File: config.mk
export PLATFORM = sky130hd
export DESIGN_NAME = zero_tracking_modular_product
export DESIGN_NICKNAME = d
export VERILOG_FILES = /design/src/ztmp_pkg.sv /design/src/ztmp_dpath.sv /design/src/ztmp_ctrl.sv /design/src/zero_tracking_modular_product.sv
export SDC_FILE = /design/constraint.sdc
export NUM_CORES = 1
export LEC_CHECK = 0
export BUFFER_PORTS_ARGS = -buffer_cell sky130_fd_sc_hd__clkbuf_2
export CAP_MARGIN = 20
export CORE_ASPECT_RATIO = 0.6
export CORE_MARGIN = 2
export CORE_UTILIZATION = 38
export CTS_CLUSTER_SIZE = 20
export DETAILED_ROUTE_END_ITERATION = 8
export GPL_TIMING_DRIVEN = 0
export SETUP_SLACK_MARGIN = 0.15
export SKIP_LAST_GASP = 1
export SLEW_MARGIN = 10
export SYNTH_ARGS = -nofsm -noshare
export SYNTH_HDL_FRONTEND = slang
export SYNTH_HIERARCHICAL = 1
export SYNTH_SLANG_ARGS = --single-unit
export TNS_END_PERCENT = 10
File: constraint.sdc
create_clock -name clk -period 8.64 [get_ports clk]
set_input_delay 1.296 -clock clk [delete_from_list [all_inputs] [get_ports clk]]
set_output_delay 1.296 -clock clk [all_outputs]
set_load 0.05 [all_outputs]
File: src/ztmp_pkg.sv
// ---------------------------------------------------------------------------
// ztmp_pkg
// Widths, codes and controller/datapath interface types shared by the
// zero-tracking modular product block.
// ---------------------------------------------------------------------------
package ztmp_pkg;

  localparam int MOD_BITS   = 31;
  localparam int CNT_BITS   = 32;
  localparam int OP_BITS    = 64;
  localparam int STEP_W     = 7;

  localparam logic [MOD_BITS-1:0] MOD_RESET = MOD_BITS'(998244353);

  // step counts of the shared reduce/multiply unit
  localparam logic [STEP_W-1:0] STEPS_OP  = STEP_W'(OP_BITS);
  localparam logic [STEP_W-1:0] STEPS_MOD = STEP_W'(MOD_BITS);

  // request kinds
  localparam logic [1:0] REQ_MUL  = 2'd0;
  localparam logic [1:0] REQ_DIV  = 2'd1;
  localparam logic [1:0] REQ_LOAD = 2'd2;

  // configuration register index (paddr bit 2)
  localparam logic REG_MODULUS = 1'b0;

  // multiply operand selects: a x b
  localparam logic [1:0] MS_X_R = 2'd0;
  localparam logic [1:0] MS_X_P = 2'd1;
  localparam logic [1:0] MS_P_B = 2'd2;
  localparam logic [1:0] MS_B_B = 2'd3;

  // destinations for the unit's result
  localparam logic [2:0] SV_NONE = 3'd0;
  localparam logic [2:0] SV_R    = 3'd1;
  localparam logic [2:0] SV_X    = 3'd2;
  localparam logic [2:0] SV_P    = 3'd3;
  localparam logic [2:0] SV_B    = 3'd4;

  typedef struct packed {
    logic       ld_op;      // capture input item, start operand reduction
    logic       ld_x;       // start reduction of the kept nonzero part
    logic       start_mul;  // start a modular multiply
    logic [1:0] mul_sel;
    logic       step;       // advance the shared unit one bit
    logic [2:0] save_dst;
    logic       pow_init;   // set up the Fermat power
    logic       exp_shift;  // drop the exponent's low bit
    logic       commit;     // update state and load the output register
  } ztmp_cmd_t;

  typedef struct packed {
    logic       op_zero;
    logic [1:0] kind;
    logic       exp_zero;
    logic       exp_lsb;
    logic       exp_last;
    logic       out_free;
  } ztmp_stat_t;

endpackage

File: src/ztmp_dpath.sv
// ---------------------------------------------------------------------------
// ztmp_dpath
// Datapath: bit-serial modular reduce/multiply unit, operand and power
// registers, kept state and the output register.
// ---------------------------------------------------------------------------
module ztmp_dpath
  import ztmp_pkg::*;
(
  input  logic                clk,
  input  logic                rst_n,
  input  logic [MOD_BITS-1:0] cfg_mod,
  input  logic [OP_BITS-1:0]  in_op,
  input  logic [1:0]          in_kind,
  input  ztmp_cmd_t           cmd,
  output ztmp_stat_t          stat,
  input  logic                out_tready,
  output logic                out_tvalid,
  output logic [MOD_BITS-1:0] out_product,
  output logic [MOD_BITS-1:0] out_nonzero,
  output logic [CNT_BITS-1:0] out_count
);

  localparam int V_W = MOD_BITS + 2;

  logic [MOD_BITS-1:0] m;
  logic [OP_BITS-1:0]  shift_r, shift_nxt;
  logic [MOD_BITS-1:0] acc_r, acc_nxt;
  logic [MOD_BITS-1:0] mula_r, mula_nxt;
  logic                neg_r, neg_nxt;
  logic [1:0]          kind_r, kind_nxt;
  logic [MOD_BITS-1:0] r_r, r_nxt;
  logic [MOD_BITS-1:0] x_r, x_nxt;
  logic [MOD_BITS-1:0] pacc_r, pacc_nxt;
  logic [MOD_BITS-1:0] base_r, base_nxt;
  logic [MOD_BITS-1:0] exp_r, exp_nxt;
  logic [MOD_BITS-1:0] kept_r, kept_nxt;
  logic [CNT_BITS-1:0] zcnt_r, zcnt_nxt;
  logic                out_valid_r, out_valid_nxt;
  logic [MOD_BITS-1:0] out_prod_r, out_prod_nxt;
  logic [MOD_BITS-1:0] out_nz_r, out_nz_nxt;
  logic [CNT_BITS-1:0] out_cnt_r, out_cnt_nxt;

  logic [OP_BITS-1:0]  op_mag;
  logic [MOD_BITS-1:0] addend, step_val;
  logic [V_W-1:0]      v, v_m1, v_m2, sub1, sub2;
  logic [MOD_BITS-1:0] mul_a, mul_b;
  logic [MOD_BITS-1:0] new_kept;
  logic [CNT_BITS-1:0] new_cnt;
  logic                op_zero;

  localparam logic [CNT_BITS-1:0] CNT_MAX = {1'b0, {(CNT_BITS-1){1'b1}}};
  localparam logic [CNT_BITS-1:0] CNT_MIN = {1'b1, {(CNT_BITS-1){1'b0}}};

  // moduli below two act as two
  assign m = (cfg_mod < MOD_BITS'(2)) ? MOD_BITS'(2) : cfg_mod;

  assign op_mag  = in_op[OP_BITS-1] ? (~in_op + OP_BITS'(1)) : in_op;
  assign op_zero = (r_r == '0);

  // one bit of (2*acc + bit*a) mod m; the sum stays below 3m
  assign addend = shift_r[OP_BITS-1] ? mula_r : '0;
  assign v      = {1'b0, acc_r, 1'b0} + {2'b00, addend};
  assign v_m1   = {2'b00, m};
  assign v_m2   = {1'b0, m, 1'b0};
  assign sub1   = v - v_m1;
  assign sub2   = v - v_m2;
  always_comb begin
    if (v >= v_m2) begin
      step_val = sub2[MOD_BITS-1:0];
    end else if (v >= v_m1) begin
      step_val = sub1[MOD_BITS-1:0];
    end else begin
      step_val = v[MOD_BITS-1:0];
    end
  end

  // select multiply operands
  always_comb begin
    case (cmd.mul_sel)
      MS_X_R: begin
        mul_a = x_r;
        mul_b = r_r;
      end
      MS_X_P: begin
        mul_a = x_r;
        mul_b = pacc_r;
      end
      MS_P_B: begin
        mul_a = pacc_r;
        mul_b = base_r;
      end
      MS_B_B: begin
        mul_a = base_r;
        mul_b = base_r;
      end
      default: begin
        mul_a = x_r;
        mul_b = r_r;
      end
    endcase
  end

  // state update for the finished item
  always_comb begin
    new_kept = x_r;
    new_cnt  = zcnt_r;
    case (kind_r)
      REQ_LOAD: begin
        new_kept = op_zero ? MOD_BITS'(1) : r_r;
        new_cnt  = op_zero ? CNT_BITS'(1) : '0;
      end
      REQ_MUL: begin
        if (op_zero && (zcnt_r != CNT_MAX)) begin
          new_cnt = zcnt_r + CNT_BITS'(1);
        end
      end
      REQ_DIV: begin
        if (op_zero && (zcnt_r != CNT_MIN)) begin
          new_cnt = zcnt_r - CNT_BITS'(1);
        end
      end
      default: begin
        new_kept = x_r;
      end
    endcase
  end

  // next-state logic for the datapath registers
  always_comb begin
    shift_nxt     = shift_r;
    acc_nxt       = acc_r;
    mula_nxt      = mula_r;
    neg_nxt       = neg_r;
    kind_nxt      = kind_r;
    r_nxt         = r_r;
    x_nxt         = x_r;
    pacc_nxt      = pacc_r;
    base_nxt      = base_r;
    exp_nxt       = exp_r;
    kept_nxt      = kept_r;
    zcnt_nxt      = zcnt_r;
    out_valid_nxt = out_valid_r;
    out_prod_nxt  = out_prod_r;
    out_nz_nxt    = out_nz_r;
    out_cnt_nxt   = out_cnt_r;

    if (cmd.ld_op) begin
      shift_nxt = op_mag;
      acc_nxt   = '0;
      mula_nxt  = MOD_BITS'(1);
      neg_nxt   = in_op[OP_BITS-1];
      kind_nxt  = in_kind;
    end
    if (cmd.ld_x) begin
      shift_nxt = {kept_r, {(OP_BITS-MOD_BITS){1'b0}}};
      acc_nxt   = '0;
      mula_nxt  = MOD_BITS'(1);
    end
    if (cmd.start_mul) begin
      shift_nxt = {mul_b, {(OP_BITS-MOD_BITS){1'b0}}};
      acc_nxt   = '0;
      mula_nxt  = mul_a;
    end
    if (cmd.step) begin
      shift_nxt = {shift_r[OP_BITS-2:0], 1'b0};
      acc_nxt   = step_val;
    end

    case (cmd.save_dst)
      SV_R:    r_nxt    = (neg_r && (acc_r != '0)) ? (m - acc_r) : acc_r;
      SV_X:    x_nxt    = acc_r;
      SV_P:    pacc_nxt = acc_r;
      SV_B:    base_nxt = acc_r;
      default: r_nxt    = r_r;
    endcase

    if (cmd.pow_init) begin
      pacc_nxt = MOD_BITS'(1);
      base_nxt = r_r;
      exp_nxt  = m - MOD_BITS'(2);
    end
    if (cmd.exp_shift) begin
      exp_nxt = {1'b0, exp_r[MOD_BITS-1:1]};
    end

    // drain the output register, then refill on commit
    if (out_tready) begin
      out_valid_nxt = 1'b0;
    end
    if (cmd.commit) begin
      kept_nxt      = new_kept;
      zcnt_nxt      = new_cnt;
      out_valid_nxt = 1'b1;
      out_prod_nxt  = ($signed(new_cnt) > 0) ? '0 : new_kept;
      out_nz_nxt    = new_kept;
      out_cnt_nxt   = new_cnt;
    end
  end

  // control state
  always_ff @(posedge clk) begin
    if (!rst_n) begin
      kept_r      <= MOD_BITS'(1);
      zcnt_r      <= '0;
      out_valid_r <= 1'b0;
    end else begin
      kept_r      <= kept_nxt;
      zcnt_r      <= zcnt_nxt;
      out_valid_r <= out_valid_nxt;
    end
  end

  // payload registers
  always_ff @(posedge clk) begin
    shift_r    <= shift_nxt;
    acc_r      <= acc_nxt;
    mula_r     <= mula_nxt;
    neg_r      <= neg_nxt;
    kind_r     <= kind_nxt;
    r_r        <= r_nxt;
    x_r        <= x_nxt;
    pacc_r     <= pacc_nxt;
    base_r     <= base_nxt;
    exp_r      <= exp_nxt;
    out_prod_r <= out_prod_nxt;
    out_nz_r   <= out_nz_nxt;
    out_cnt_r  <= out_cnt_nxt;
  end

  assign stat.op_zero  = op_zero;
  assign stat.kind     = kind_r;
  assign stat.exp_zero = (exp_r == '0);
  assign stat.exp_lsb  = exp_r[0];
  assign stat.exp_last = (exp_r[MOD_BITS-1:1] == '0);
  assign stat.out_free = !out_valid_r || out_tready;

  assign out_tvalid  = out_valid_r;
  assign out_product = out_prod_r;
  assign out_nonzero = out_nz_r;
  assign out_count   = out_cnt_r;

endmodule

File: src/ztmp_ctrl.sv
// ---------------------------------------------------------------------------
// ztmp_ctrl
// Controller: sequences operand reduction, state reduction, the optional
// multiply or Fermat power, and the commit of each item.
// ---------------------------------------------------------------------------
module ztmp_ctrl
  import ztmp_pkg::*;
(
  input  logic       clk,
  input  logic       rst_n,
  input  logic       in_tvalid,
  output logic       in_tready,
  input  ztmp_stat_t stat,
  output ztmp_cmd_t  cmd
);

  localparam logic [3:0] S_IDLE   = 4'd0;
  localparam logic [3:0] S_ROP    = 4'd1;
  localparam logic [3:0] S_SROP   = 4'd2;
  localparam logic [3:0] S_RX     = 4'd3;
  localparam logic [3:0] S_SRX    = 4'd4;
  localparam logic [3:0] S_DEC    = 4'd5;
  localparam logic [3:0] S_MF     = 4'd6;
  localparam logic [3:0] S_SMF    = 4'd7;
  localparam logic [3:0] S_PCHK   = 4'd8;
  localparam logic [3:0] S_PM     = 4'd9;
  localparam logic [3:0] S_SPM    = 4'd10;
  localparam logic [3:0] S_PS     = 4'd11;
  localparam logic [3:0] S_SPS    = 4'd12;
  localparam logic [3:0] S_COMMIT = 4'd13;

  logic [3:0]        state_r, state_nxt;
  logic [STEP_W-1:0] cnt_r, cnt_nxt;
  logic              last_step;

  assign last_step = (cnt_r == STEP_W'(1));
  assign in_tready = (state_r == S_IDLE);

  always_comb begin
    state_nxt = state_r;
    cnt_nxt   = cnt_r;
    cmd       = '0;

    case (state_r)
      S_IDLE: begin
        if (in_tvalid) begin
          cmd.ld_op = 1'b1;
          cnt_nxt   = STEPS_OP;
          state_nxt = S_ROP;
        end
      end
      // reduce the operand magnitude
      S_ROP: begin
        cmd.step = 1'b1;
        cnt_nxt  = cnt_r - STEP_W'(1);
        if (last_step) begin
          state_nxt = S_SROP;
        end
      end
      S_SROP: begin
        cmd.save_dst = SV_R;
        cmd.ld_x     = 1'b1;
        cnt_nxt      = STEPS_MOD;
        state_nxt    = S_RX;
      end
      // reduce the kept nonzero part under the current modulus
      S_RX: begin
        cmd.step = 1'b1;
        cnt_nxt  = cnt_r - STEP_W'(1);
        if (last_step) begin
          state_nxt = S_SRX;
        end
      end
      S_SRX: begin
        cmd.save_dst = SV_X;
        state_nxt    = S_DEC;
      end
      // pick the work for this request
      S_DEC: begin
        if ((stat.kind == REQ_MUL) && !stat.op_zero) begin
          cmd.start_mul = 1'b1;
          cmd.mul_sel   = MS_X_R;
          cnt_nxt       = STEPS_MOD;
          state_nxt     = S_MF;
        end else if ((stat.kind == REQ_DIV) && !stat.op_zero) begin
          cmd.pow_init = 1'b1;
          state_nxt    = S_PCHK;
        end else begin
          state_nxt = S_COMMIT;
        end
      end
      // final multiply into the nonzero part
      S_MF: begin
        cmd.step = 1'b1;
        cnt_nxt  = cnt_r - STEP_W'(1);
        if (last_step) begin
          state_nxt = S_SMF;
        end
      end
      S_SMF: begin
        cmd.save_dst = SV_X;
        state_nxt    = S_COMMIT;
      end
      // square-and-multiply, low exponent bit first
      S_PCHK: begin
        cmd.start_mul = 1'b1;
        cnt_nxt       = STEPS_MOD;
        if (stat.exp_zero) begin
          cmd.mul_sel = MS_X_P;
          state_nxt   = S_MF;
        end else if (stat.exp_lsb) begin
          cmd.mul_sel = MS_P_B;
          state_nxt   = S_PM;
        end else begin
          cmd.mul_sel = MS_B_B;
          state_nxt   = S_PS;
        end
      end
      S_PM: begin
        cmd.step = 1'b1;
        cnt_nxt  = cnt_r - STEP_W'(1);
        if (last_step) begin
          state_nxt = S_SPM;
        end
      end
      S_SPM: begin
        cmd.save_dst = SV_P;
        if (stat.exp_last) begin
          cmd.exp_shift = 1'b1;
          state_nxt     = S_PCHK;
        end else begin
          cmd.start_mul = 1'b1;
          cmd.mul_sel   = MS_B_B;
          cnt_nxt       = STEPS_MOD;
          state_nxt     = S_PS;
        end
      end
      S_PS: begin
        cmd.step = 1'b1;
        cnt_nxt  = cnt_r - STEP_W'(1);
        if (last_step) begin
          state_nxt = S_SPS;
        end
      end
      S_SPS: begin
        cmd.save_dst  = SV_B;
        cmd.exp_shift = 1'b1;
        state_nxt     = S_PCHK;
      end
      // hold until the output register can take the result
      S_COMMIT: begin
        if (stat.out_free) begin
          cmd.commit = 1'b1;
          state_nxt  = S_IDLE;
        end
      end
      default: begin
        state_nxt = S_IDLE;
      end
    endcase
  end

  always_ff @(posedge clk) begin
    if (!rst_n) begin
      state_r <= S_IDLE;
      cnt_r   <= '0;
    end else begin
      state_r <= state_nxt;
      cnt_r   <= cnt_nxt;
    end
  end

endmodule

File: src/zero_tracking_modular_product.sv
// ---------------------------------------------------------------------------
// zero_tracking_modular_product
// Running product modulo a prime, kept as a nonzero part and a saturating
// count of zero factors; load, multiply or divide by a signed operand.
//
//   channel  | dir | handshake             | payload
//   in_      | in  | in_tvalid/in_tready   | tuser: req_type; tdata: operand
//   out_     | out | out_tvalid/out_tready | tdata: product, nonzero, count
//   cfg_     | in  | APB psel/penable      | reg 0 at 0x0: prime_modulus
//
// One item at a time on a shared bit-serial modular unit (one bit a cycle).
// Load, zero factors and request code 3 take 64 operand reduction steps
// and 31 state reduction steps. A nonzero multiply adds one modular
// multiply; a nonzero divide adds a Fermat power (one multiply per set bit
// of modulus-2, one square per significant bit but the top) and a final multiply.
// Synchronous active-low reset; the output register lets a new item in
// while a result waits, and a stalled output holds the item at commit.
// ---------------------------------------------------------------------------
module zero_tracking_modular_product
  import ztmp_pkg::*;
(
  input  logic        clk,
  input  logic        rst_n,
  // input items
  input  logic        in_tvalid,
  output logic        in_tready,
  input  logic [63:0] in_tdata,   // [63:0] operand_value
  input  logic [1:0]  in_tuser,   // [1:0] req_type
  // result items
  output logic        out_tvalid,
  input  logic        out_tready,
  output logic [95:0] out_tdata,  // [30:0] product_value, [61:31] nonzero_part,
                                  // [93:62] zero_factor_count, [95:94] zero
  // configuration
  input  logic        cfg_psel,
  input  logic        cfg_penable,
  input  logic        cfg_pwrite,
  input  logic [2:0]  cfg_paddr,
  input  logic [31:0] cfg_pwdata,
  output logic [31:0] cfg_prdata,
  output logic        cfg_pready
);

  logic [MOD_BITS-1:0] mod_r, mod_nxt;
  logic                cfg_wr;
  ztmp_cmd_t           cmd;
  ztmp_stat_t          stat;
  logic [MOD_BITS-1:0] out_product, out_nonzero;
  logic [CNT_BITS-1:0] out_count;

  // modulus register
  assign cfg_pready = 1'b1;
  assign cfg_wr     = cfg_psel && cfg_penable && cfg_pwrite && cfg_pready;
  assign mod_nxt    = (cfg_wr && (cfg_paddr[2] == REG_MODULUS)) ?
                      cfg_pwdata[MOD_BITS-1:0] : mod_r;
  assign cfg_prdata = (cfg_paddr[2] == REG_MODULUS) ?
                      {{(32-MOD_BITS){1'b0}}, mod_r} : '0;

  always_ff @(posedge clk) begin
    if (!rst_n) begin
      mod_r <= MOD_RESET;
    end else begin
      mod_r <= mod_nxt;
    end
  end

  ztmp_ctrl u_ctrl (
    .clk       (clk),
    .rst_n     (rst_n),
    .in_tvalid (in_tvalid),
    .in_tready (in_tready),
    .stat      (stat),
    .cmd       (cmd)
  );

  ztmp_dpath u_dpath (
    .clk         (clk),
    .rst_n       (rst_n),
    .cfg_mod     (mod_r),
    .in_op       (in_tdata),
    .in_kind     (in_tuser),
    .cmd         (cmd),
    .stat        (stat),
    .out_tready  (out_tready),
    .out_tvalid  (out_tvalid),
    .out_product (out_product),
    .out_nonzero (out_nonzero),
    .out_count   (out_count)
  );

  // pack result fields, low field first
  assign out_tdata = {2'b00, out_count, out_nonzero, out_product};

endmodule

After elaboration in Yosys (flattened, before gate mapping)

Cells that the tools add are included.

$add $sub $neg: 9
Reduce and logical (&&, ||, !) cells: 32
Mux-type cells: 66
Bitwise operators: 2
Eq/ne operators: 34
Magnitude comparators: 4

Operators with widths:

| operator                | count |
|---|---|
| $mux W31                | 17 |
| $mux W64                | 5 |
| $pmux W31 S3            | 2 |
| $pmux W32 S3            | 1 |
| $sub A31 B31 Y31        | 3 |
| $add A64 B1 Y64 const B | 1 |
| $mux W32                | 2 |
| $not A64 Y64            | 1 |
| $logic_not A31 Y1       | 2 |
| $mux W30                | 2 |
| $pmux W4 S14            | 1 |
| $mux W4                 | 9 |
| $pmux W7 S5             | 1 |
| $add A32 B31 Y33        | 1 |
| $ge A33 B31 Y1          | 1 |
| $ge A33 B32 Y1          | 1 |
| $add A32 B1 Y32 const B | 1 |
| $gt A32 B1 Y1 const B   | 1 |
| $ne A32 B31 Y1 const B  | 1 |
| $ne A32 B32 Y1 const B  | 1 |
| $sub A32 B1 Y32 const B | 1 |
| $lt A31 B2 Y1 const B   | 1 |
| $reduce_bool A31 Y1     | 1 |
| $sub A31 B2 Y31 const B | 1 |
| 36 further kinds        | 89 |

Output and inout port bits: 131
Input port bits: 108
Register bits after elaboration: 484
Word-level logic and storage cells: 168

Depth between registers and ports, before layout

Depth in word-level cells: 10
Depth in mapped cells: 23
Gate-level depth less buffers: 20

Cells and area by module

Netlist, hierarchy kept.

Modules (own cells, without submodules):

| module                        | seq. area each (sq um) | times used | cells each | area each (sq um) |
|---|---|---|---|---|
| ztmp_dpath                    | 12301.8                | 1          | 3353       | 30334.1 |
| zero_tracking_modular_product | 620.6                  | 1          | 176        | 1552.7 |
| ztmp_ctrl                     | 220.2                  | 1          | 135        | 1041.0 |

Worst setup path before layout

Ideal clock, no wire load.

Path kind: input-to-reg
Start: input port out_tready
End: register u_dpath.zcnt_r[10]
Cell stages on the path: 7
Data required time: 8.512 ns
Path buffers: 2
Library setup time: 0.128 ns
Slack: 1.898 ns
Arrival time: 6.614 ns
Cells stage by stage: nand2b_1 -> nand3_1 -> nor2_1 -> clkbuf_1 -> buf_1 -> mux2i_1 -> nor2_1

RTL lines:

| element              | line                                | source |
|---|---|---|
| start, declared      | zero_tracking_modular_product.sv:31 | `input logic out_tready,` |
| end signal, assigned | ztmp_dpath.sv:208                   | `zcnt_r <= zcnt_nxt;` |
| end, declared        | ztmp_dpath.sv:37                    | `logic [CNT_BITS-1:0] zcnt_r, zcnt_nxt;` |

Worst setup path in the final report

Start: register u_dpath.shift_r[63]
End: register u_dpath.acc_r[23] (data pin)

Word-level cells in the longest chain between the ends: 6
Elaborated cells between the ends (all ways): 9
Those cells by class: add/sub: 3; order compare: 2; mux: 4

Ends and longest elaborated chain:

| element                                            | line                               | source |
|---|---|---|
| start, declared                                    | ztmp_dpath.sv:26                   | `logic [OP_BITS-1:0] shift_r, shift_nxt;` |
| start signal, assigned                             | ztmp_dpath.sv:215                  | `shift_r <= shift_nxt;` |
| $mux W31 (*)                                       | ztmp_dpath.sv:61                   | `assign addend = shift_r[OP_BITS-1] ? mula_r : '0;` |
| $add A32 B31 Y33 (*)                               | ztmp_dpath.sv:62                   | `assign v = {1'b0, acc_r, 1'b0} + {2'b00, addend};` |
| $sub A31 B31 Y31 or $ge A33 B31 Y1 (tied branches) | ztmp_dpath.sv:65, ztmp_dpath.sv:70 |  |
| $mux W31                                           | ztmp_dpath.sv:70                   | `end else if (v >= v_m1) begin` |
| $mux W31 (*)                                       | ztmp_dpath.sv:68                   | `if (v >= v_m2) begin` |
| $mux W31 (*)                                       | ztmp_dpath.sv:164                  | `if (cmd.step) begin` |
| end signal, assigned                               | ztmp_dpath.sv:216                  | `acc_r <= acc_nxt;` |
| end, declared                                      | ztmp_dpath.sv:27                   | `logic [MOD_BITS-1:0] acc_r, acc_nxt;` |

Every way passes the cells marked *; elsewhere a longest branch is shown, timed or not.
A chain may end at the register's enable or synchronous reset.

==> flow_summary.ini <==
[sta]
drv_slew = 0
post-route-period-util_pct = 97.5
grt_setup_unrepaired = no
hold_slack_ns = 0.467
worst_pin_slew_ns = 1.24
postLayoutSetupSlackWorst_ns = 0.216
setup_violations = 0
hold_viol_final = 0
skew_ns = 0.0479
fmax_mhz = 119
min_period_ns = 8.42
max-slew-margin-rel_pct = 16.4
tns_ns = 0

[floorplanning]
die_h_um = 232
rows = 83
start_util_pct = 38.4
dieArea_um2 = 89100
coreArea_um2 = 85700
ios = 239
die_w_um = 384

[status]
status = finished, final reports clean

[pwr]
peakVddDrop_mv = 0.207
p_switching_uw = 6970
leakage_uw = 0.0140
internal_power_uw = 7810
swShare_pct = 47.1
combPwrFrac_pct = 57.9
pwr_density_cell_nw_per_um2 = 392
pwr-share-seq_pct = 25.6
p_clk_share_pct = 16.4

[clocking]
hold_buffers = 0
cts_made_buffers = 50
cts_sinks = 484
clockRootBuffer = clkbuf_16
path_clk_slew_ns = 0.07
tritoncts = yes
clk_latency_ns = 0.65
clk_path_buf_depth = 3
postCtsSetupBuffers = 0
h-tree-depth = 2

[setup_path]
path_cells = clkbuf_1 > and2_1 > ha_1 > fa_1 > a211oi_1 > o21ai_0 > a2111o_1 > nand3_1 > nand2_1 > o41ai_1 > xnor2_1 > ha_1 > nand3_1 > nor4_2 > nand4_1 > nor4_2 > a211oi_1 > o211ai_1 > nor2_2 > clkbuf_1 > o41ai_2 > a31oi_1
start_kind = flip-flop
crit_arrival_ns = 8.74
crit_fanout = 10
critPathKind = flip-flop to flip-flop
timing.critical_path.buf_inv = 2
critPathSlowestCell = o41ai_2
cp-end-kind = flip-flop
crit_family = compound AO/OA/AOI/OAI gates
max_stage_delay_ns = 0.73
required_ns = 8.96

[synth]
syn_avg_cell_area_um2 = 8.99
synthTopCellsByArea = edfxtp_1 31%, dfxtp_1 8.5%, nand2_1 5.3%
synth_xor_area_share_pct = 4.57
synthAdderAreaFrac_pct = 5.14
netlist_area_um2 = 32900
synth.largest_area_cell = edfxtp_1
synth-simple-area-share_pct = 20.7
synth-seq-cells = 484
synth_mux_area_share_pct = 5.44
synth_top_family_by_area = simple AND/OR/NAND/NOR gates
ys_types = 100
syn_inst = 3664
netlist.area_leader.share_pct = 31.5
ys_warn_count = 6
synth-seq-area-share_pct = 39.9
synth_edf_count = 345
synth_compound_area_share_pct = 19.2
ys.flop_type = edfxtp_1
async_flop_share_pct = 0

[routing]
drtIter0Drc = 4175
wl_mm = 128
drt_first_pass_iters = 6
drcViolationCount = 0
vias = 31100
antenna_left = 0
avgRoutedWirePerCell_um = 24.8
via_per_inst = 6.02

[final_layout]
mostFrequentLayoutCell = nand2_1
register_area_um2 = 13100
fin_area_um2 = 37700
nFillCells = 8494
fin_nets = 4211
syn_to_final_growth_pct = 14.4
final_core_util_pct = 44.0
drive_gt1_share_pct = 12.6
final_cell_mix = 464 x nand2_1, 345 x edfxtp_1, 254 x nor2_1, 236 x o21ai_0, 231 x clkbuf_2
multi_input_area_um2 = 18200

[grt]
grt_pass1_vias = 27700
grt_antenna_before_repair = 5
grt_pass1_wl_mm = 184
grt.overflow.total = 0
grt.total_usage_pct = 27.7
grt_max_degree = 62

[place]
dp_slack_ns = 0.131
gp_congestion = 0.990
post_dp_cell_area_um2 = 35800
portBuffers = 231
hpwl_mm = 101

[run]
cap_violations = 0

[min_path]
hp-class = flip-flop to flip-flop
[cells by family (layout without fill, tap and decap cells)]
group,after synthesis,count (layout)
AND/OR/NAND/NOR,1382,1382
AO/OA/AOI/OAI,931,931
flip-flops,484,484
buffers and inverters,387,733
multiplexers,173,173
XOR/XNOR,172,172
adder cells (fa/ha/maj),133,133
other,2,9
[state kept, by name, indices dropped and copies added, names as in the netlist, 2 cells and up]
signal and flops:
u_dpath/mula_r 31, u_dpath/x_r 31, u_ctrl/cnt_r 7, u_dpath/shift_r 64
u_dpath/kept_r 31, u_dpath/out_count 32, u_dpath/base_r 31, u_dpath/out_nonzero 31
u_dpath/exp_r 31, u_dpath/out_product 31, u_dpath/acc_r 31, u_dpath/kind_r 2
u_ctrl/state_r 4, u_dpath/r_r 31, u_dpath/zcnt_r 32, u_dpath/pacc_r 31
mod_r 31
[metrics by stage]
step           instances  power, µW
4_1_cts             5158      14400
6_report            5164      14800
2_1_floorplan       3666       9480
3_3_place_gp        5044      11900
3_5_place_dp        5064      12000
5_1_grt             5159      15600
[Yosys cell counts, drive strengths merged, types with 13 or more instances]
| cell | instances |
|---|---|
| nor2 | 256 |
| and4 | 15 |
| a31oi | 39 |
| xor2 | 57 |
| nand4b | 13 |
| xnor2 | 115 |
| a211oi | 36 |
| inv | 125 |
| o311ai | 13 |
| clkbuf | 202 |
| and3 | 35 |
| nand2b | 37 |
| o31ai | 65 |
| mux2 | 47 |
| ha | 129 |
| nor3 | 117 |
| o21bai | 13 |
| o21a | 23 |
| o211ai | 18 |
| nand2 | 464 |
| or2 | 15 |
| o21ai | 236 |
| a22o | 15 |
| nor4 | 58 |
| buf | 60 |
| or3 | 37 |
| o211a | 31 |
| nor2b | 61 |
| and2 | 46 |
| mux2i | 126 |
| or4 | 27 |
| o41ai | 14 |
| dfxtp | 139 |
| a21oi | 212 |
| nand4 | 55 |
| edfxtp | 345 |
| nand3 | 104 |
| a221oi | 16 |
| a21o | 68 |
[repair_timing]
item | CTS | global route
gates resized for setup | 1 | 3
setup endpoints to repair | 1 | 20
endpoints found under the hold margin | 0 | 0
[power groups by stage]
| stage | sequential, µW | combinational (µW) | clock, µW |
|---|---|---|---|
| after floorplan | 3670 | 5810 | 0 |
| after global placement | 3890 | 8000 | 0 |
| after detailed placement | 3820 | 8150 | 0 |
| after CTS | 3770 | 8210 | 2470 |
| after global routing | 3830 | 9220 | 2560 |
| final | 3790 | 8560 | 2430 |
[worst reg2reg max path, cell delays in order, from the launching register on]
cell and delay, ns:
edfxtp_1 0.46, clkbuf_1 0.35, and2_1 0.27, ha_1 0.21, fa_1 0.42, a211oi_1 0.41
o21ai_0 0.29, a2111o_1 0.59, nand3_1 0.24, nand2_1 0.13, o41ai_1 0.35, xnor2_1 0.23
ha_1 0.36, nand3_1 0.25, nor4_2 0.71, nand4_1 0.27, nor4_2 0.69, a211oi_1 0.12
o211ai_1 0.24, nor2_2 0.25, clkbuf_1 0.47, o41ai_2 0.73, a31oi_1 0.09
[layer usage]
| metal | global-route usage (%) | share of wire (%) | wire (µm) |
|---|---|---|---|
| met4 | 5.20 | 1.7 | 2200 |
| met2 | 34.1 | 36 | 46700 |
| met3 | 10.6 | 14 | 18100 |
| met1 | 43.9 | 48 | 61100 |
| met5 | 0 | 0.020 | 26 |
[layout make-up]
cell class	count	share of cell area, %
Clock inverter	32	1.20
Clock buffer	62	3.57
Antenna cell	5	0.0332
Multi-Input combinational cell	2795	48.3
Timing Repair Buffer	252	3.77
Sequential cell	484	34.9
Tap cell	1147	3.81
Buffer	262	3.15
Inverter	125	1.25
[worst paths after layout]
| kind | slack, ns | cells after the start | end | startpoint |
|---|---|---|---|---|
| max | 0.22 | 22 | u_dpath/acc_r[23] | u_dpath/shift_r[63] |
| min | 0.47 | 2 | u_dpath/shift_r[0] | u_dpath/shift_r[0] |
| max reg2reg | 0.22 | 22 | u_dpath/acc_r[23] | u_dpath/shift_r[63] |
| min reg2reg | 0.47 | 2 | u_dpath/shift_r[0] | u_dpath/shift_r[0] |
(Power assumes the default switching activity.)
